`config.mk`:
```
export PLATFORM = sky130hd
export DESIGN_NAME = albf_ctrl
export DESIGN_NICKNAME = d
export VERILOG_FILES = /design/src/rtl/albf_pkg.sv /design/src/rtl/albf_ctrl.sv
export SDC_FILE = /design/constraint.sdc
export NUM_CORES = 1
export LEC_CHECK = 0
export ABC_AREA = 0
export BUFFER_PORTS_ARGS = -buffer_cell sky130_fd_sc_hd__buf_2
export CAP_MARGIN = 40
export CORE_MARGIN = 4
export CORE_UTILIZATION = 60
export DETAILED_ROUTE_END_ITERATION = 16
export PLACE_DENSITY = 0.86
export SYNTH_ARGS = -nofsm -noshare
export SYNTH_HDL_FRONTEND = slang
export SYNTH_SLANG_ARGS = --single-unit
```
`constraint.sdc`:
```
create_clock -name clk -period 3.7 [get_ports clk]
set_input_delay 0.37 -clock clk [delete_from_list [all_inputs] [get_ports clk]]
set_output_delay 0.37 -clock clk [all_outputs]
set_load 0.03 [all_outputs]
```
`src/rtl/albf_pkg.sv`:
```
// ----------------------------------------------------------------------------
// albf_pkg
// Shared types, operation codes and constant tables of the angular basis fit.
// ----------------------------------------------------------------------------
package albf_pkg;

  typedef enum logic [4:0] {
    OP_NOP, OP_SQ, OP_C, OP_B, OP_A, OP_SIN, OP_BASIS, OP_QUAD, OP_ACC,
    OP_LOAD, OP_SHIFT, OP_COF, OP_WSTART, OP_WWAIT, OP_DET, OP_SING,
    OP_DSTART, OP_DWAIT
  } op_t;

  typedef struct packed {
    op_t        op;
    logic [3:0] idx;
  } cmd_t;

  typedef struct packed {
    logic mode;
    logic last;
    logic fits;
    logic mul_done;
    logic div_done;
    logic det_zero;
  } stat_t;

  localparam logic signed [32:0] SIN_A = 33'sd1686629713;
  localparam logic signed [32:0] SIN_B = 33'sd688904866;
  localparam logic signed [32:0] SIN_C = 33'sd76016977;

  // Product pairs of the accumulation step; operand code 3 is the sample value.
  localparam logic [1:0] ACC_A [16] = '{2'd0, 2'd0, 2'd0, 2'd1, 2'd1, 2'd2, 2'd0, 2'd1,
                                        2'd2, 2'd0, 2'd0, 2'd0, 2'd0, 2'd0, 2'd0, 2'd0};
  localparam logic [1:0] ACC_B [16] = '{2'd0, 2'd1, 2'd2, 2'd1, 2'd2, 2'd2, 2'd3, 2'd3,
                                        2'd3, 2'd0, 2'd0, 2'd0, 2'd0, 2'd0, 2'd0, 2'd0};

  // Cofactor products over the six unique matrix entries.
  localparam logic [2:0] COF_A [16] = '{3'd3, 3'd4, 3'd2, 3'd1, 3'd1, 3'd2, 3'd0, 3'd2,
                                        3'd2, 3'd0, 3'd0, 3'd1, 3'd0, 3'd0, 3'd0, 3'd0};
  localparam logic [2:0] COF_B [16] = '{3'd5, 3'd4, 3'd4, 3'd5, 3'd4, 3'd3, 3'd5, 3'd2,
                                        3'd1, 3'd4, 3'd3, 3'd1, 3'd0, 3'd0, 3'd0, 3'd0};

  // Wide products: W_X codes 0 to 2 pick a matrix entry, 3 to 5 a right-hand sum.
  localparam logic [2:0] W_X [16] = '{3'd0, 3'd1, 3'd2, 3'd3, 3'd4, 3'd5, 3'd3, 3'd4,
                                      3'd5, 3'd3, 3'd4, 3'd5, 3'd0, 3'd0, 3'd0, 3'd0};
  localparam logic [2:0] W_Y [16] = '{3'd0, 3'd1, 3'd2, 3'd0, 3'd1, 3'd2, 3'd1, 3'd3,
                                      3'd4, 3'd2, 3'd4, 3'd5, 3'd0, 3'd0, 3'd0, 3'd0};

endpackage

```
`src/rtl/albf_ctrl.sv`:
```
// ----------------------------------------------------------------------------
// albf_ctrl
// Controller: sequences the datapath through sample intake and the solve.
// ----------------------------------------------------------------------------
module albf_ctrl (
  input  logic            clk,
  input  logic            rst_n,
  input  logic            in_accept,
  input  logic            out_tready,
  input  albf_pkg::stat_t stat,
  output albf_pkg::cmd_t  cmd,
  output logic            in_tready,
  output logic            out_tvalid
);

  typedef enum logic [4:0] {
    ST_IDLE, ST_SQ, ST_C, ST_B, ST_A, ST_SIN, ST_BASIS, ST_QUAD, ST_ACC,
    ST_LOAD, ST_SHIFT, ST_COF, ST_WSTART, ST_WWAIT, ST_DET, ST_SING,
    ST_DSTART, ST_DWAIT, ST_OUT
  } state_t;

  state_t     state_r;
  logic [3:0] idx_r;
  logic [1:0] di_r;

  always_ff @(posedge clk) begin
    if (!rst_n) begin
      state_r <= ST_IDLE;
      idx_r   <= 4'd0;
      di_r    <= 2'd0;
    end else begin
      unique case (state_r)
        ST_IDLE: if (in_accept) begin
          state_r <= ST_SQ;
          idx_r   <= 4'd0;
        end
        ST_SQ: state_r <= ST_C;
        ST_C:  state_r <= ST_B;
        ST_B:  state_r <= ST_A;
        ST_A:  state_r <= ST_SIN;
        ST_SIN: begin
          if (idx_r == 4'd0) begin
            idx_r   <= 4'd1;
            state_r <= ST_SQ;
          end else begin
            state_r <= ST_BASIS;
          end
        end
        ST_BASIS: begin
          idx_r   <= 4'd0;
          state_r <= stat.mode ? ST_ACC : ST_QUAD;
        end
        ST_QUAD: begin
          if (idx_r == 4'd3) begin
            idx_r   <= 4'd0;
            state_r <= ST_ACC;
          end else begin
            idx_r <= idx_r + 4'd1;
          end
        end
        ST_ACC: begin
          if (idx_r == 4'd9) begin
            state_r <= stat.last ? ST_LOAD : ST_IDLE;
          end else begin
            idx_r <= idx_r + 4'd1;
          end
        end
        ST_LOAD: state_r <= ST_SHIFT;
        ST_SHIFT: if (stat.fits) begin
          idx_r   <= 4'd0;
          state_r <= ST_COF;
        end
        ST_COF: begin
          if (idx_r == 4'd12) begin
            idx_r   <= 4'd0;
            state_r <= ST_WSTART;
          end else begin
            idx_r <= idx_r + 4'd1;
          end
        end
        ST_WSTART: state_r <= ST_WWAIT;
        ST_WWAIT: if (stat.mul_done) begin
          if (idx_r == 4'd2) begin
            state_r <= ST_DET;
          end else if (idx_r == 4'd5 || idx_r == 4'd8 || idx_r == 4'd11) begin
            di_r    <= (idx_r == 4'd5) ? 2'd0 : ((idx_r == 4'd8) ? 2'd1 : 2'd2);
            state_r <= ST_DSTART;
          end else begin
            idx_r   <= idx_r + 4'd1;
            state_r <= ST_WSTART;
          end
        end
        ST_DET: begin
          if (stat.det_zero) begin
            state_r <= ST_SING;
          end else begin
            idx_r   <= 4'd3;
            state_r <= ST_WSTART;
          end
        end
        ST_SING:   state_r <= ST_OUT;
        ST_DSTART: state_r <= ST_DWAIT;
        ST_DWAIT: if (stat.div_done) begin
          if (di_r == 2'd2) begin
            state_r <= ST_OUT;
          end else begin
            idx_r   <= idx_r + 4'd1;
            state_r <= ST_WSTART;
          end
        end
        ST_OUT: if (out_tready) state_r <= ST_IDLE;
        default: state_r <= ST_IDLE;
      endcase
    end
  end

  always_comb begin
    cmd.idx = idx_r;
    unique case (state_r)
      ST_SQ:     cmd.op = albf_pkg::OP_SQ;
      ST_C:      cmd.op = albf_pkg::OP_C;
      ST_B:      cmd.op = albf_pkg::OP_B;
      ST_A:      cmd.op = albf_pkg::OP_A;
      ST_SIN:    cmd.op = albf_pkg::OP_SIN;
      ST_BASIS:  cmd.op = albf_pkg::OP_BASIS;
      ST_QUAD:   cmd.op = albf_pkg::OP_QUAD;
      ST_ACC:    cmd.op = albf_pkg::OP_ACC;
      ST_LOAD:   cmd.op = albf_pkg::OP_LOAD;
      ST_SHIFT:  cmd.op = albf_pkg::OP_SHIFT;
      ST_COF:    cmd.op = albf_pkg::OP_COF;
      ST_WSTART: cmd.op = albf_pkg::OP_WSTART;
      ST_WWAIT:  cmd.op = albf_pkg::OP_WWAIT;
      ST_DET:    cmd.op = albf_pkg::OP_DET;
      ST_SING:   cmd.op = albf_pkg::OP_SING;
      ST_DSTART: begin cmd.op = albf_pkg::OP_DSTART; cmd.idx = {2'd0, di_r}; end
      ST_DWAIT:  begin cmd.op = albf_pkg::OP_DWAIT;  cmd.idx = {2'd0, di_r}; end
      default:   cmd.op = albf_pkg::OP_NOP;
    endcase
  end

  assign in_tready  = (state_r == ST_IDLE);
  assign out_tvalid = (state_r == ST_OUT);

endmodule

```
* Yosys cells after proc, flatten, opt, wreduce, memory -nomap -nowiden
Index checks and enable logic that the tools add are counted.
** Word-level totals
- Bits in registers :: 11
- Bits of input ports :: 10
- Output and inout bits :: 11
- Word-level logic and storage cells :: 87
** Cells by class
- $add $sub $neg :: 1
- Eq/ne operators :: 40
- Muxes and demuxes :: 33
- Bitwise gates (word level) :: 1
- Reductions and logical operators :: 9
** Operators by type and width (number)
- $pmux 5 s19 :: 1
- $pmux 5 s17 :: 1
- $mux 4 :: 15
- $mux 5 :: 11
- $eq 5x4->1 const B :: 8
- $pmux 4 s10 :: 1
- $ne 2x2->1 const B :: 14
- $eq 5x3->1 const B :: 4
- $eq 4x4->1 const B :: 4
- $eq 5x5->1 const B :: 3
- $reduce_and 11->1 :: 1
- $eq 5x2->1 const B :: 2
- $reduce_bool 10->1 :: 1
- $eq 4x2->1 const B :: 2
- $reduce_and 8->1 :: 1
- $mux 2 :: 3
- $eq 5x1->1 const B :: 1
- $logic_not 5->1 :: 1
- $add 4x1->4 const B :: 1
- $eq 4x3->1 const B :: 1
- $logic_not 4->1 :: 1
- $reduce_and 4->1 :: 1
- $mux 3 :: 1
- $eq 2x2->1 const B :: 1
- 3 further kinds :: 4

* Depth between registers and ports, before layout
Gate-level depths: netlist of run 1.
- Depth after elaboration :: 7
- Depth in mapped cells :: 9
- Depth with buffers taken out :: 8

* Worst setup path after synthesis of run 1
OpenSTA, ideal clock, no wires.
- Path kind :: reg2reg
- Start :: register state_r[2]
- End :: register idx_r[1]
- Library setup time :: 0.088 ns
- Data arrival time :: 2.024 ns
- Data required time :: 3.612 ns
- Setup slack :: 1.587 ns
- Stages on the path, launching flop included :: 9
- Period minus slack after synthesis :: 2.113 ns
- Cells stage by stage :: dfxtp_1 buf_6 nor4b_4 and3_1 a21oi_2 and3_4 buf_6 and2_4 a311oi_2
** On the way
- Longest elaborated chain between the ends :: 3
- Elaborated cells between the ends (all ways) :: 23
- Those cells by class :: eq/ne (19); mux (1); reduce/logical (3)
** Ends and longest elaborated chain
- from (decl) :: line albf_ctrl.sv:22 : state_t state_r;
- from (signal assigned) :: line albf_ctrl.sv:51 : state_r <= stat.mode ? ST_ACC : ST_QUAD;
- from (signal assigned) :: line albf_ctrl.sv:63 : state_r <= stat.last ? ST_LOAD : ST_IDLE;
- $eq 5x5->1, or another cell as far along :: line albf_ctrl.sv:32 : unique case (state_r)
- $reduce_bool 10->1 (no line) or $ne 2x2->1 (tied branches)
- $reduce_and 11->1 (no line)
- to (signal assigned) :: line albf_ctrl.sv:58 : idx_r <= idx_r + 4'd1;
- to (signal assigned) :: line albf_ctrl.sv:65 : idx_r <= idx_r + 4'd1;
- to (signal assigned) :: line albf_ctrl.sv:78 : idx_r <= idx_r + 4'd1;
- to (decl) :: line albf_ctrl.sv:23 : logic [3:0] idx_r;
Several ways; a longest one is shown, not always the timed one.
A chain may end at the register's enable or synchronous reset.

* Worst setup path after layout of run 1
- Start :: register state_r[2]
- End :: register state_r[1]
** On the way
- Longest elaborated chain between the ends :: 3
- Elaborated cells between the ends (all ways) :: 29
- Those cells by class :: eq/ne (26); mux (1); reduce/logical (2)
** Ends and longest elaborated chain (line)
- $eq 5x4->1, or another cell as far along :: albf_ctrl.sv:32
- $ne 2x2->1 (no line)
- $reduce_and 8->1 (no line)
Several ways; a longest one is shown, not always the timed one.

==> results.tsv, run 1 <==
stage	metric	value	unit
clock_tree	Clock Path Buffers	2	
run	max-cap violations	0	
power_and_ir_drop	Pwr Density	665	mW/mm²
power_and_ir_drop	cell internal pwr	397	µW
power_and_ir_drop	sw frac	0.533	
grt	initial antenna violation count	0	
layout	layout cells sized above 1	0.187	
critical_path	startpoint types	flop	
logic_synthesis	Post-synth EDFFs	0	
clock_tree	CTS root buf	clkbuf_4	
logic_synthesis	top post-synthesis cells by area	dfxtp_1 18%, nand2_1 6.3%, a21oi_1 5.0%	
logic_synthesis	Syn Nets	184	
logic_synthesis	sequential fraction of the synthesis area	0.185	
run_status	status	finished clean	
logic_synthesis	Ys Warns	0	
place	Port Buffers	20	
critical_path	Crit path required time	3.88	ns
route	DR top layer	met4	
floorplan	I/O pin count	21	
timing	skew final	0.00766	ns
logic_synthesis	cell area after synthesis	0.00119	mm²
clock_tree	clk slew on worst S/H paths	0.08	ns
critical_path	critical-path maximum fanout	18	
grt	GR Overflow Total	0	
clock_tree	CTS tree	yes	
logic_synthesis	synth unique cells	50	
clock_tree	cts bufs inserted	3	
grt	largest net degree at the start of global routing	26	
floorplan	die area	0.00276	mm²
clock_tree	worst skew pair latency	0.28	ns
logic_synthesis	mux cell area share after synthesis	0	
critical_path	critical path cell sequence	nand2b_2 -> or3_1 -> o22ai_1 -> or3_1 -> nor2_1 -> a311oi_1	
clock_tree	Post-CTS Setup Repair Bufs	0	
floorplan	die height	52.6	µm
floorplan	row count	15	
floorplan	starting density of the core	0.661	
place	Final HPWL DP	2380	µm
route	M1 wire length	1380	µm
grt	overall global routing resource usage	0.260	
timing	Pins Over Slew Limit	0	
timing	fin crit share	0.652	
floorplan	DIE WIDTH	52.6	µm
worst_hold_path	Hold Path Class	primary input to flop	
route	Vias/cell	6.23	
layout	Layout Nets	197	
timing	final hold vios	0	
timing	Slew HR	0.436	
timing	Min Clock Period, post-route	2.41	ns
clock_tree	Sinks on Clock Net	11	
logic_synthesis	Primary FF master, synth	dfxtp_1	
logic_synthesis	adder-cell share of the synthesized area	0.0420	
clock_tree	H-tree depth	1	
route	Met3 Wirelength	267	µm
logic_synthesis	FF+latch count, synth	11	
layout	ANT cells	0	
critical_path	Crit. End Element	flop	
critical_path	Slowest Stage Delay on Critical Path	0.78	ns
route	Routed WL	3150	µm
place	RD Place Congestion	0.978	
logic_synthesis	Avg Cell Area, Syn	7.01	µm²
logic_synthesis	Synth Instances	170	
logic_synthesis	largest family of logic cells by synthesized area	simple AND/OR/NAND/NOR gates	
logic_synthesis	xor and xnor fraction of the mapped netlist area	0.0147	
power_and_ir_drop	sequential power share	0.283	
logic_synthesis	share of the synthesized area in the top cell type	0.185	
power_and_ir_drop	combinational share of power	0.613	
power_and_ir_drop	Psw	453	µW
clock_tree	cts hold-fix bufs	0	
critical_path	most frequent CP cell	or3_1	
critical_path	classification of the worst setup path	flop to flop	
power_and_ir_drop	clock share of power	0.105	
route	met2 WL	1450	µm
route	routed vias	1290	
route	drt drc	0	
clock_tree	Gates resized, CTS repair	0	
route	DR WL/cell	15.2	µm
timing	RSZ-0062 raised after global routing	no	
power_and_ir_drop	leakage	0.000526	µW
grt	number of global-route vias before repair	1168	
power_and_ir_drop	total power	850	µW
power_and_ir_drop	peak supply drop	0.426	mV
critical_path	Worst EP arrival	2.60	ns
logic_synthesis	simple-gate share of the synthesized area	0.383	
route	initial DRC count	45	
layout	area growth from synthesis to layout	7.35	%
timing	Achievable Freq	415	MHz
logic_synthesis	Synth async-reset ratio	0	
timing	worst-margin pin slew	0.845	ns
logic_synthesis	top cell type by total area after synthesis	dfxtp_1	
floorplan	Core ar.	0.00180	mm²
critical_path	Slowest-stage cell, CP	dfxtp_1	
grt	first-pass GRT wire length	5420	µm
route	antenna viol nets, final	0	
logic_synthesis	Compound-Gate Fraction of Synth Area	0.285	
timing	TNS Setup	0	ns
route	DR pass1 iterations	4	
timing	final setup fails	0	
-- cell usage in the layout, fill, tap and decap left out, drive strengths merged, types with 6 or more instances in the layout --
cell type	n
dfxtp	11
nor2	14
buf	20
nor2b	8
a21oi	13
a311oi	6
inv	9
nand2	20
nor3	11
o21ai	8
nand3	9
-- state kept, by name, indices dropped and copies added, names as in the netlist --
| signal | flops |
|---|---|
| di_r | 2 |
| idx_r | 4 |
| state_r | 5 |
-- power groups by stage --
stage | clock [µW] | sequential, µW | combinational, µW
after floorplan | 0 | 163 | 489
after global placement | 0 | 238 | 505
after detailed placement | 0 | 241 | 513
after CTS | 86.6 | 237 | 515
after global routing | 89.6 | 253 | 572
final | 89.0 | 240 | 521
-- synthesized netlist by cell type, types with 4 or more instances --
cell type   n
nand2_1    20
nand3_1     9
or3_1       4
nor3_1      9
a21oi_1    12
nor2b_1     8
inv_1       9
dfxtp_1    11
o21ai_0     8
buf_2       7
ha_1        4
nor2_1     14
a211oi_1    4
a311oi_1    5
-- worst paths after layout --
kind	endpoint	from	cells past startpoint	slack, ns
setup reg to reg	state_r[1]	state_r[2]	6	1.29
setup / recovery	state_r[1]	state_r[2]	6	1.29
hold reg to reg	di_r[0]	di_r[0]	2	0.48
hold / removal	idx_r[2]	rst_n	3	0.38
-- layout make-up --
cell class,count,area (µm²)
fillers,155,523
clock buffers,4,26.3
repair buffers,20,100
multi-input cells,137,863
inverters,10,37.5
flip-flops and latches,11,220
well taps,25,31.3
-- kinds of logic after synthesis --
kind of cell,count (synthesis)
simple gates,83
compound gates,48
xor+xnor,2
fa+ha+maj,4
flops,11
buf+inv,22
-- through the flow --
stage               instance area (µm²)  setup WS [ns]  utilization  cells  hold WS (ns)
CTS                                1280           1.33        0.710    207         0.389
floorplan                          1190           1.59            -    170         0.450
detailed placement                 1250           1.34        0.695    203         0.467
finish                             1280           1.29        0.710    207         0.380
global placement                   1250           1.39        0.695    203         0.462
global route                       1280           1.10        0.710    207         0.413
-- routing by layer --
layer,global-route usage,vias to the layer above
li1,-,643
met5,0,-
met3,0.0456,7
met1,0.359,586
met4,0.0638,0
met2,0.413,54
-- critical path, delay by kind of cell (launching register included) --
| kind | cells | cell delay [ns] |
|---|---|---|
| compound gates | 2 | 0.59 |
| flops | 1 | 0.78 |
| simple gates | 4 | 0.94 |
Note: power is estimated with default switching activity, not from simulation.
==> run 2: changes to the inputs <==
--- a/config.mk
+++ b/config.mk
@@ -9,9 +9,9 @@
 export BUFFER_PORTS_ARGS = -buffer_cell sky130_fd_sc_hd__buf_2
 export CAP_MARGIN = 40
 export CORE_MARGIN = 4
-export CORE_UTILIZATION = 60
+export CORE_UTILIZATION = 50
 export DETAILED_ROUTE_END_ITERATION = 16
-export PLACE_DENSITY = 0.86
+export PLACE_DENSITY = 0.76
 export SYNTH_ARGS = -nofsm -noshare
 export SYNTH_HDL_FRONTEND = slang
 export SYNTH_SLANG_ARGS = --single-unit
==> constraint.sdc (replaced) <==
create_clock -name clk -period 2.2 [get_ports clk]
set_input_delay 0.22 -clock clk [delete_from_list [all_inputs] [get_ports clk]]
set_output_delay 0.22 -clock clk [all_outputs]
set_load 0.03 [all_outputs]
==> run 2 against run 1 <==
  * Flip-flop and latch count did not move
  * Final cell count rose by 7.7%
  * Sequential power rose by 47%
  * Power rose by 83%
  * Wire length rose by 9.1%
  * Via count rose by 3.6%
  * Largest power group unchanged
==> results.tsv, run 2 (synthesized netlist as in run 1, its figures left out) <==
stage	metric	value	unit	change
run_status	status	finished clean		
route	DR WL/cell	15.4	µm	+1.3%
grt	initial antenna violation count	0		unchanged
floorplan	starting density of the core	0.533		-0.128
layout	Layout fillers	221		+43%
timing	worst hold slack	0.249	ns	-0.131 ns
route	drt drc	0		unchanged
layout	most frequent cells in the layout	20 x nand2_1, 20 x buf_2, 14 x nor2_1		
critical_path	Worst EP arrival	2.24	ns	-0.36 ns
clock_tree	cts bufs inserted	3		unchanged
layout	biggest registers after layout	state_r x5, idx_r x4, di_r x2		
layout	ANT cells	0		unchanged
floorplan	die height	56.8	µm	+8.1%
grt	largest net degree at the start of global routing	16		-38%
layout	area growth from synthesis to layout	17.0	%	
clock_tree	H-tree depth	1		unchanged
layout	largest reg by FF count	state_r		
critical_path	Crit. End Element	flop		
floorplan	Core ar.	0.00223	mm²	+24%
clock_tree	cts hold-fix bufs	0		unchanged
critical_path	Crit path required time	2.38	ns	-1.50 ns
layout	layout cells sized above 1	0.277		+0.0901
run	max-cap violations	0		unchanged
layout	Final Core Density	0.624		-0.0856
timing	Achievable Freq	486	MHz	+17%
clock_tree	CTS root buf	clkbuf_4		
clock_tree	worst skew pair latency	0.27	ns	about the same
grt	number of global-route vias before repair	1220		+4.5%
route	Vias/cell	5.99		-3.9%
clock_tree	clk slew on worst S/H paths	0.07	ns	about the same
timing	Slew HR	0.653		+0.217
place	Port Buffers	20		unchanged
power_and_ir_drop	leakage	0.000594	µW	+13%
timing	final setup fails	0		unchanged
floorplan	die area	0.00323	mm²	+17%
grt	GR Overflow Total	0		unchanged
timing	fin crit share	0.936		+0.284
timing	TNS Setup	0	ns	unchanged
critical_path	critical-path maximum fanout	6		-12
layout	Largest register FFs	5		unchanged
power_and_ir_drop	Pwr Density	1110	mW/mm²	+68%
clock_tree	Sinks on Clock Net	11		unchanged
place	RD Place Congestion	0.959		-1.9%
grt	first-pass GRT wire length	5640	µm	+3.9%
power_and_ir_drop	peak supply drop	0.632	mV	+48%
critical_path	family with the most delay on the worst path	compound AO/OA/AOI/OAI gates		
critical_path	startpoint types	flop		
route	antenna viol nets, final	0		unchanged
timing	Pins Over Slew Limit	0		unchanged
place	placement-stage cell area	0.00135	mm²	+8.1%
critical_path	classification of the worst setup path	flop to flop		
timing	skew final	0.00284	ns	-0.00482 ns
critical_path	Slowest-stage cell, CP	dfxtp_2		
route	routed vias	1336		+3.6%
critical_path	Slowest Stage Delay on Critical Path	0.37	ns	-0.41 ns
critical_path	critical path cell sequence	inv_1 -> ha_2 -> or2_2 -> o2bb2ai_1 -> a21oi_2 -> and3_4 -> nand2_1 -> o32ai_1		
timing	Min Clock Period, post-route	2.06	ns	-0.353 ns
clock_tree	CTS tree	yes		
worst_hold_path	Hold Path Class	primary input to flop		
floorplan	I/O pin count	21		unchanged
timing	worst-margin pin slew	0.518	ns	-0.326 ns
layout	Layout Nets	210		+6.6%
route	DR pass1 iterations	4		unchanged
route	Routed WL	3430	µm	+9.1%
critical_path	CP Buf/Inv Count	1		+1
timing	final hold vios	0		unchanged
timing	RSZ-0062 raised after global routing	no		
route	initial DRC count	65		+44%
floorplan	DIE WIDTH	56.8	µm	+8.1%
place	Final HPWL DP	2750	µm	+15%
clock_tree	Clock Path Buffers	2		unchanged
layout	final instance area	0.00139	mm²	+9.0%
grt	overall global routing resource usage	0.219		-0.0409
floorplan	row count	17		+2
## run 2: layout make-up
type,count,area [µm²],area share
clock buffers,4,26.3,0.0189
inverters,10,37.5,0.0269
multi-input cells,137,871,0.625
flip-flops and latches,11,226,0.162
well taps,28,35.0,0.0251
repair buffers,33,198,0.142
## run 2: worst paths after layout
kind              startpoint  endpoint  slack [ns]  cells after the start
hold / removal       stat[2]   di_r[0]        0.25                      3
hold reg to reg      di_r[0]   di_r[0]        0.49                      2
setup reg to reg    idx_r[0]  idx_r[2]        0.14                      8
setup / recovery    idx_r[0]  idx_r[2]        0.14                      8
## run 2: through the flow
| stage | power [µW] | worst slack (ns) | std cells |
|---|---|---|---|
| global route | 1670 | 0.0146 | 223 |
| finish | 1550 | 0.141 | 223 |
| global placement | 1360 | 0.0839 | 219 |
| CTS | 1530 | 0.0308 | 223 |
| detailed placement | 1380 | 0.0544 | 219 |
| floorplan | 1100 | 0.0874 | 170 |
## run 2: routing by layer
| layer | vias up | track usage | wire length (µm) |
|---|---|---|---|
| met5 | - | 0 | 0 |
| met4 | 0 | 0.0530 | 47 |
| met3 | 8 | 0.0598 | 303 |
| met2 | 57 | 0.338 | 1560 |
| met1 | 605 | 0.300 | 1520 |
| li1 | 666 | - | - |
## run 2: what timing repair did
item,in CTS,in global routing
setup buffers,0,0
setup endpoints to repair,0,8
resized for setup,0,7
## run 2: worst reg2reg max path: cells and delay by family, from the launching register on
| kind | cells | cell delay [ns] |
|---|---|---|
| AOI/OAI and AO/OA | 3 | 0.65 |
| adders and majority gates | 1 | 0.24 |
| DFF | 1 | 0.37 |
| and+or+nand+nor | 3 | 0.60 |
| buffers and inverters | 1 | 0.10 |
## run 2: where the power goes
group | internal [µW] | switching, µW | leakage, µW
Clock | 70.3 | 72.4 | 0.0000150
Combinational | 442 | 615 | 0.000487
Sequential | 248 | 105 | 0.0000917
==> run 3: changes to the inputs <==
--- a/config.mk
+++ b/config.mk
@@ -8,10 +8,12 @@
 export ABC_AREA = 0
 export BUFFER_PORTS_ARGS = -buffer_cell sky130_fd_sc_hd__buf_2
 export CAP_MARGIN = 40
+export CELL_PAD_IN_SITES_DETAIL_PLACEMENT = 0
+export CELL_PAD_IN_SITES_GLOBAL_PLACEMENT = 1
 export CORE_MARGIN = 4
-export CORE_UTILIZATION = 50
+export CORE_UTILIZATION = 36
 export DETAILED_ROUTE_END_ITERATION = 16
-export PLACE_DENSITY = 0.76
+export PLACE_DENSITY = 0.77
 export SYNTH_ARGS = -nofsm -noshare
 export SYNTH_HDL_FRONTEND = slang
 export SYNTH_SLANG_ARGS = --single-unit
==> run 3 against run 2 <==
  * Clock-buffer cell count unchanged
  * Largest cell class unchanged
  * Sequential share of layout area decreased by 0.53 points
  * Largest power group unchanged
  * Flip-flop and latch count unchanged
==> results.tsv, run 3 (synthesized netlist as in run 1, its figures left out) <==
stage	metric	value	unit	change
route	Routed WL	3510	µm	+2.4%
place	placed cells	236		+7.8%
grt	overall global routing resource usage	0.174		-0.0443
power_and_ir_drop	leakage	0.000602	µW	+1.4%
route	routed vias	1340		+0.30%
floorplan	starting density of the core	0.384		-0.149
power_and_ir_drop	clock share of power	0.093		about the same
clock_tree	cts bufs inserted	3		unchanged
floorplan	die height	65.5	µm	+15%
layout	ANT cells	0		unchanged
timing	Achievable Freq	483	MHz	-0.48%
clock_tree	CTS tree	yes		
timing	RSZ-0062 raised after global routing	no		
run_status	status	finished clean		
critical_path	critical path cell sequence	nand2_1 -> or3_1 -> o22ai_1 -> or3_1 -> nor2_1 -> a311oi_1		
layout	register area	225	µm²	-0.55%
route	Vias/cell	5.56		-7.2%
power_and_ir_drop	Pwr Density	1100	mW/mm²	-0.93%
clock_tree	clk slew on worst S/H paths	0.08	ns	about the same
layout	Multi-input gate area	876	µm²	+0.57%
critical_path	critical-path maximum fanout	11		+5
route	drt drc	0		unchanged
route	DR WL/cell	14.6	µm	-5.3%
power_and_ir_drop	sequential power share	0.215		-0.013
floorplan	I/O pin count	21		unchanged
floorplan	Core ar.	0.00310	mm²	+39%
power_and_ir_drop	cell internal pwr	776	µW	+2.0%
timing	final hold vios	0		unchanged
grt	largest net degree at the start of global routing	16		unchanged
layout	Largest register FFs	5		unchanged
layout	area growth from synthesis to layout	20.3	%	
grt	first-pass GRT wire length	5890	µm	+4.5%
worst_hold_path	Hold Path Class	primary input to flop		
power_and_ir_drop	Psw	805	µW	+1.6%
critical_path	Crit. End Element	flop		
layout	most frequent cells in the layout	20 x nand2_1, 20 x buf_2, 15 x buf_4		
grt	initial antenna violation count	0		unchanged
timing	final setup fails	0		unchanged
clock_tree	cts hold-fix bufs	0		unchanged
timing	worst-margin pin slew	0.420	ns	-0.0983 ns
power_and_ir_drop	combinational share of power	0.691		+0.010
timing	Min Clock Period, post-route	2.07	ns	+0.00996 ns
layout	largest reg by FF count	state_r		
floorplan	DIE WIDTH	65.5	µm	+15%
layout	Finished Layout Cells	241		+8.1%
clock_tree	Sinks on Clock Net	11		unchanged
run	max-cap violations	0		unchanged
power_and_ir_drop	total power	1580	µW	+1.8%
floorplan	die area	0.00429	mm²	+33%
timing	Pins Over Slew Limit	0		unchanged
timing	TNS Setup	0	ns	unchanged
place	Port Buffers	20		unchanged
power_and_ir_drop	peak supply drop	0.484	mV	-23%
timing	fin crit share	0.941		+0.00453
critical_path	classification of the worst setup path	flop to flop		
place	RD Place Congestion	0.871		-9.2%
clock_tree	Clock Path Buffers	2		unchanged
layout	Layout fillers	354		+60%
grt	number of global-route vias before repair	1280		+4.9%
clock_tree	CTS root buf	clkbuf_4		
clock_tree	H-tree depth	1		unchanged
critical_path	Slowest Stage Delay on Critical Path	0.59	ns	+0.22 ns
power_and_ir_drop	sw frac	0.509		-0.00106
layout	layout cells sized above 1	0.284		+0.00734
critical_path	most frequent CP cell	or3_1		
timing	skew final	0.00888	ns	+0.00604 ns
route	antenna viol nets, final	0		unchanged
layout	Final Core Density	0.462		-0.162
critical_path	Worst EP arrival	2.25	ns	about the same
route	DR pass1 iterations	4		unchanged
place	Final HPWL DP	2750	µm	about the same
layout	biggest registers after layout	state_r x5, idx_r x4, di_r x2		
layout	Layout Nets	212		+0.95%
floorplan	row count	20		+3
critical_path	Slowest-stage cell, CP	dfxtp_1		
critical_path	Crit path required time	2.38	ns	about the same
clock_tree	worst skew pair latency	0.28	ns	about the same
critical_path	startpoint types	flop		
grt	GR Overflow Total	0		unchanged
route	initial DRC count	48		-26%
timing	Slew HR	0.718		+0.0649
==> run 3: timing repair <==
action / CTS / global route
buffers inserted: 0 / 1
gates resized for setup: 0 / 7
setup endpoints to repair: 0 / 8
endpoints found under the hold margin: 0 / 0
==> run 3: critical path, delay by kind of cell, from the launching register on <==
kind / cells / cell delay (ns)
flops: 1 / 0.59
simple gates: 4 / 0.82
compound gates: 2 / 0.56
==> run 3: path summary, 6_finish.rpt <==
path / slack (ns) / cells after the start / end / start
setup / recovery: 0.13 / 6 / state_r[4] / state_r[3]
hold / removal: 0.24 / 3 / idx_r[2] / rst_n
setup reg to reg: 0.13 / 6 / state_r[4] / state_r[3]
hold reg to reg: 0.48 / 2 / di_r[0] / di_r[0]
==> run 3: layout make-up <==
| class | count | share of cell area |
|---|---|---|
| well taps | 44 | 0.0384 |
| repair buffers | 35 | 0.148 |
| flip-flops and latches | 11 | 0.157 |
| clock buffers | 4 | 0.0183 |
| multi-input cells | 137 | 0.611 |
| inverters | 10 | 0.0262 |
==> run 3: routing by layer <==
metal,vias to the layer above,track usage,part of all wire
met2,45,0.286,0.45
met4,0,0.0415,0.017
met5,-,0,0
li1,674,-,-
met3,7,0.0410,0.071
met1,614,0.230,0.46
==> run 3: metrics by stage <==
stage	hold WS [ns]	setup slack, ns	cell area [µm²]
2_1_floorplan	0.381	0.0874	1190
3_3_place_gp	0.465	0.150	1380
3_5_place_dp	0.469	0.0491	1380
4_1_cts	0.233	0.0145	1410
5_1_grt	0.250	0.0126	1430
6_report	0.236	0.131	1430
==> run 3: power by group through the flow <==
stage / logic (µW) / clock network, µW / registers (µW)
after floorplan: 822 / 0 / 273
after global placement: 1050 / 0 / 335
after detailed placement: 1060 / 0 / 340
after CTS: 1060 / 149 / 335
after global routing: 1210 / 156 / 350
final: 1090 / 148 / 341
